[src/rtl/sts_pkg.sv]
package sts_pkg;

  // Field and register widths
  localparam int VALUE_W = 32;
  localparam int INDEX_W = 10;
  localparam int SIZE_W  = 11;
  localparam int CFG_W   = 11;

  localparam int DEFAULT_TABLE_DEPTH = 1024;

  // Configuration register indexes
  localparam logic CFG_USED_SIZE = 1'b0;
  localparam logic CFG_METHOD    = 1'b1;

  // Search methods
  localparam logic METHOD_BINARY = 1'b0;
  localparam logic METHOD_INTERP = 1'b1;

  // Item commands
  localparam logic CMD_WRITE  = 1'b0;
  localparam logic CMD_SEARCH = 1'b1;

endpackage

[src/rtl/sts_div.sv]
// Restoring divider, one quotient bit per cycle.
// The quotient is known to fit in QUOT_W bits, so the upper part of the
// numerator is already below the divisor and seeds the partial remainder.
module sts_div #(
  parameter int QUOT_W = 10
) (
  input  logic                                 clk,
  input  logic                                 rst,
  input  logic                                 start,
  input  logic [QUOT_W+sts_pkg::VALUE_W-1:0]   num,
  input  logic [sts_pkg::VALUE_W-1:0]          den,
  output logic                                 done,
  output logic [QUOT_W-1:0]                    quot
);
  import sts_pkg::*;

  localparam int CNT_W = $clog2(QUOT_W + 1);

  logic [VALUE_W-1:0] rem;
  logic [VALUE_W-1:0] rem_next;
  logic [QUOT_W-1:0]  qsh;
  logic [QUOT_W-1:0]  qsh_next;
  logic [CNT_W-1:0]   cnt;
  logic               busy;
  logic [VALUE_W:0]   trial;
  logic [VALUE_W:0]   diff;
  logic               take;

  // Shift in the next numerator bit and try to subtract the divisor
  always_comb begin
    trial    = {rem, qsh[QUOT_W-1]};
    diff     = trial - {1'b0, den};
    take     = (trial >= {1'b0, den});
    rem_next = take ? diff[VALUE_W-1:0] : trial[VALUE_W-1:0];
    qsh_next = QUOT_W'({qsh, take});
  end

  // Control: load on start, count down the quotient bits
  always_ff @(posedge clk) begin
    if (rst) begin
      busy <= 1'b0;
      cnt  <= '0;
      done <= 1'b0;
    end else begin
      done <= 1'b0;
      if (start) begin
        busy <= 1'b1;
        cnt  <= CNT_W'(QUOT_W);
      end else if (busy) begin
        cnt <= cnt - CNT_W'(1);
        if (cnt == CNT_W'(1)) begin
          busy <= 1'b0;
          done <= 1'b1;
        end
      end
    end
  end

  // Datapath: partial remainder and quotient shift register
  always_ff @(posedge clk) begin
    if (start) begin
      rem <= num[QUOT_W+VALUE_W-1:QUOT_W];
      qsh <= num[QUOT_W-1:0];
    end else if (busy) begin
      rem <= rem_next;
      qsh <= qsh_next;
    end
  end

  assign quot = qsh;

endmodule

[config.mk]
export PLATFORM = sky130hd
export DESIGN_NAME = sts_div
export DESIGN_NICKNAME = d
export VERILOG_FILES = /design/src/rtl/sts_pkg.sv /design/src/rtl/sts_div.sv
export SDC_FILE = /design/constraint.sdc
export NUM_CORES = 1
export LEC_CHECK = 0
export ABC_CLOCK_PERIOD_IN_PS = 3200
export BUFFER_PORTS_ARGS = -buffer_cell sky130_fd_sc_hd__buf_2
export CAP_MARGIN = 0
export CORE_ASPECT_RATIO = 1.75
export CORE_MARGIN = 10
export CORE_UTILIZATION = 51
export CTS_CLUSTER_SIZE = 28
export DETAILED_ROUTE_END_ITERATION = 7
export GPL_TIMING_DRIVEN = 0
export PLACE_DENSITY = 0.81
export SETUP_SLACK_MARGIN = 0.2
export SLEW_MARGIN = 25
export SYNTH_ARGS = -nofsm -noshare
export SYNTH_HDL_FRONTEND = slang
export SYNTH_SLANG_ARGS = --single-unit
[constraint.sdc]
create_clock -name clk -period 3.2 [get_ports clk]
set_input_delay 0.64 -clock clk [delete_from_list [all_inputs] [get_ports clk]]
set_output_delay 0.64 -clock clk [all_outputs]
set_load 0.005 [all_outputs]
==> out/metrics.csv <==
stage;metric;value;unit
place;dpl cells;636;
synth;Async S/R FF share, synth;0;%
place;DP HPWL;9360;µm
critical_path;Worst Path Arrival;3250;ps
run_status;outcome;completed;
layout;commonest non-fill, non-tap cell in the layout;buf_2;
critical_path;Slowest Stage Delay on Critical Path;400;ps
grt;largest net degree at the start of global routing;43;
clock_network;clock sinks;48;
layout;Area Growth Syn to Fin;26.1;%
critical_path;Crit. Startpoint;quot[9];
clock_network;Hold-fix buffers, CTS;0;
clock_network;Longest Clk Path Bufs;2;
synth;post-synth cell types;60;
critical_path;Crit. End Element;flop;
synth;prevailing post-synth register cell;edfxtp_1;
place;DP Area;0.00483;mm²
min_path;HP Class;reg -> reg;
timing;final hold vios;0;
synth;Seq/Total Area, Yosys;33.0;%
layout;non-filler instance count after layout;660;
grt;vias in the first global route;3993;
run;Max-cap violations;0;
layout;most frequent cells in the layout;buf_2 (87), a21oi_1 (43), edfxtp_1 (42), inv_1 (39), nor2_1 (35);
critical_path;R2R Setup Slk;70;ps
clock_network;TritonCTS Buffers;5;
layout;Storage cell area;0.00138;mm²
critical_path;CP Launch Type;flop;
layout;Final Util;66.2;%
drt;Routed Antenna Nets;0;
synth;Post-Syn Area;0.00418;mm²
drt;drt pass-1 iters;5;
timing;Final Skew;7.90;ps
drt;Vias;3972;
place;RePlAce Congestion;0.888;
grt;antenna violations before repair;0;
die;Ports;88;
timing;Tcrit/Tclk final;97.7;%
drt;initial drt markers;236;
critical_path;crit-path max FO;4;
timing;final slew viol count;0;
clock_network;Clk Latency, worst-skew pair;300;ps
layout;Finished Cell Area;0.00527;mm²
pwr;PwrDens;759;mW/mm²
timing;Final WS setup;73.3;ps
drt;drt wl/cell;18.6;µm
critical_path;Reg2Reg Launch Point;quot[9];
layout;Antenna diodes;0;
drt;DRC errors left;0;
timing;Achievable Freq;320;MHz
layout;Fill cells;688;
clock_network;Worst-path clk slew;70;ps
layout;fraction of layout cells with a size suffix above 1;30.2;%
timing;worst rel slew slack;50.9;%
drt;WL final;12300;µm
layout;multi-input logic area;0.00277;mm²
die;Die X;88.4;µm
synth;Avg Cell Area, Syn;9.09;µm²
pwr;Max IR drop VDD;0.341;mV
critical_path;critical path class;reg -> reg;
pwr;Overall Power;4.00;mW
timing;final setup vio count;0;
die;CORE AREA;0.00796;mm²
die;Initial Util;52.5;%
die;Die ar.;0.0124;mm²
critical_path;WP data required;3330;ps
critical_path;worst reg2reg path endpoint;rem[28];
synth;Syn Inst Count;460;
layout;Final Net Count;681;
timing;minimum clock period;3130;ps
pwr;Leak;2.41;nW
clock_network;CTS tree;done;
place;DP Worst Slack;-438;ps
critical_path;CP max-delay cell;edfxtp_1;
die;Die H;140;µm
critical_path;CP Cell Sequence;inv_2 -> ha_4 -> inv_2 -> fa_2 -> a21o_1 -> a221oi_4 -> o21ai_4 -> a211o_1 -> a21o_1 -> a41oi_2 -> mux2_4 -> a221oi_2;
synth;Synth warnings;0;
drt;post-DR vias/cell;6.02;
grt;gr ovfl total;0;
clock_network;H-tree levels;2;
synth;Post-synth EDFFs;42;
synth;FF+latch count, synth;48;
grt;Total GRT Usage;19.6;%
die;Rows;43;
timing;RSZ-0062 raised after global routing;true;
critical_path;cell depth of the worst flop-to-flop path;12;
synth;Syn Nets;572;
place;Port-buffer cells;86;
critical_path;CP Capture Point;rem[28];
clock_network;Root Buffer;clkbuf_16;
grt;first-pass GRT wire length;19100;µm
timing;Worst Tran Pin Value;737;ps
sequential cells by signal, indices dropped and copies added (netlist names):
register	count
busy	1
cnt	4
done	1
quot	10
rem	32
cell usage after synthesis (5+ instances only):
| cell | number | area (µm²) |
|---|---|---|
| inv_1 | 42 | 158 |
| xnor2_1 | 15 | 131 |
| mux2i_1 | 22 | 220 |
| edfxtp_1 | 42 | 1260 |
| nor2_1 | 35 | 131 |
| nand4_1 | 6 | 37.5 |
| xor2_1 | 10 | 87.6 |
| o21ai_0 | 17 | 85.1 |
| a31oi_1 | 9 | 56.3 |
| o21ai_1 | 5 | 25.0 |
| mux2_2 | 13 | 146 |
| nand3_1 | 8 | 40.0 |
| nor3_1 | 6 | 30.0 |
| nand2_1 | 29 | 109 |
| ha_1 | 34 | 425 |
| a21o_1 | 18 | 135 |
| dfxtp_1 | 6 | 120 |
| a21oi_1 | 47 | 235 |
| a221o_1 | 5 | 50.1 |
| and3_1 | 11 | 68.8 |
| clkbuf_1 | 16 | 60.1 |
| o21a_1 | 11 | 82.6 |
layer usage:
layer  vias up  track usage [%]  part of all wire, %
li1       1927                -                    -
met1      1857             19.3                   36
met5         -                0                    0
met4         0             10.4                  5.3
met2       136             36.8                   54
met3        52             3.04                  5.0
metrics by stage:
stage,TNS (ps),hold WS [ps]
after floorplan,0,527
after global placement,-7450,549
after detailed placement,-8900,554
after CTS,0,565
after global routing,-67.6,591
final,0,563
report_power, final:
| group | leakage [nW] | switching, mW | internal, mW | total, mW |
|---|---|---|---|---|
| Combinational | 1.86 | 1.27 | 1.12 | 2.40 |
| Clock | 0.0840 | 0.250 | 0.372 | 0.622 |
| Sequential | 0.469 | 0.100 | 0.884 | 0.984 |
cell type report:
class	count	share of cell area (%)
multi-input combinational	350	52.5
sequential	48	26.2
timing repair buffer	102	10.4
inverter	42	2.99
buffer	20	2.44
clock buffer	5	2.37
tap	90	2.14
clock inverter	3	0.902
kinds of logic (layout without fill, tap and decap cells):
kind of cell	Yosys count	in the layout	share of synthesized area, %
multiplexers	35	35	8.77
adder cells (fa/ha/maj)	35	35	10.7
AND/OR/NAND/NOR	110	110	12.6
buffers and inverters	62	172	5.87
AO/OA/AOI/OAI	145	145	23.8
flip-flops	48	48	33.0
XOR/XNOR	25	25	5.24
worst min-delay path by stage:
stage,cells after the start,from,to,slack (ps)
CTS,2,cnt[0],cnt[0],560
floorplan,2,cnt[1],cnt[1],530
finish,2,cnt[0],cnt[0],560
global placement,2,cnt[1],cnt[1],550
global route,2,cnt[0],cnt[0],590
detailed placement,2,cnt[0],cnt[0],550
repair_timing:
item	4_1_cts	5_1_grt
pin swaps	11	10
buffers inserted	10	6
endpoints found under the setup margin	31	30
resized for setup	11	25
worst max-delay path: cells and delay by family (launching register included):
| kind | cells | cell delay, ps |
|---|---|---|
| adders and majority gates | 2 | 470 |
| AOI/OAI and AO/OA | 7 | 1630 |
| muxes | 1 | 330 |
| DFF | 1 | 400 |
| buffers and inverters | 2 | 130 |
Power figures use the tool's default switching activity.
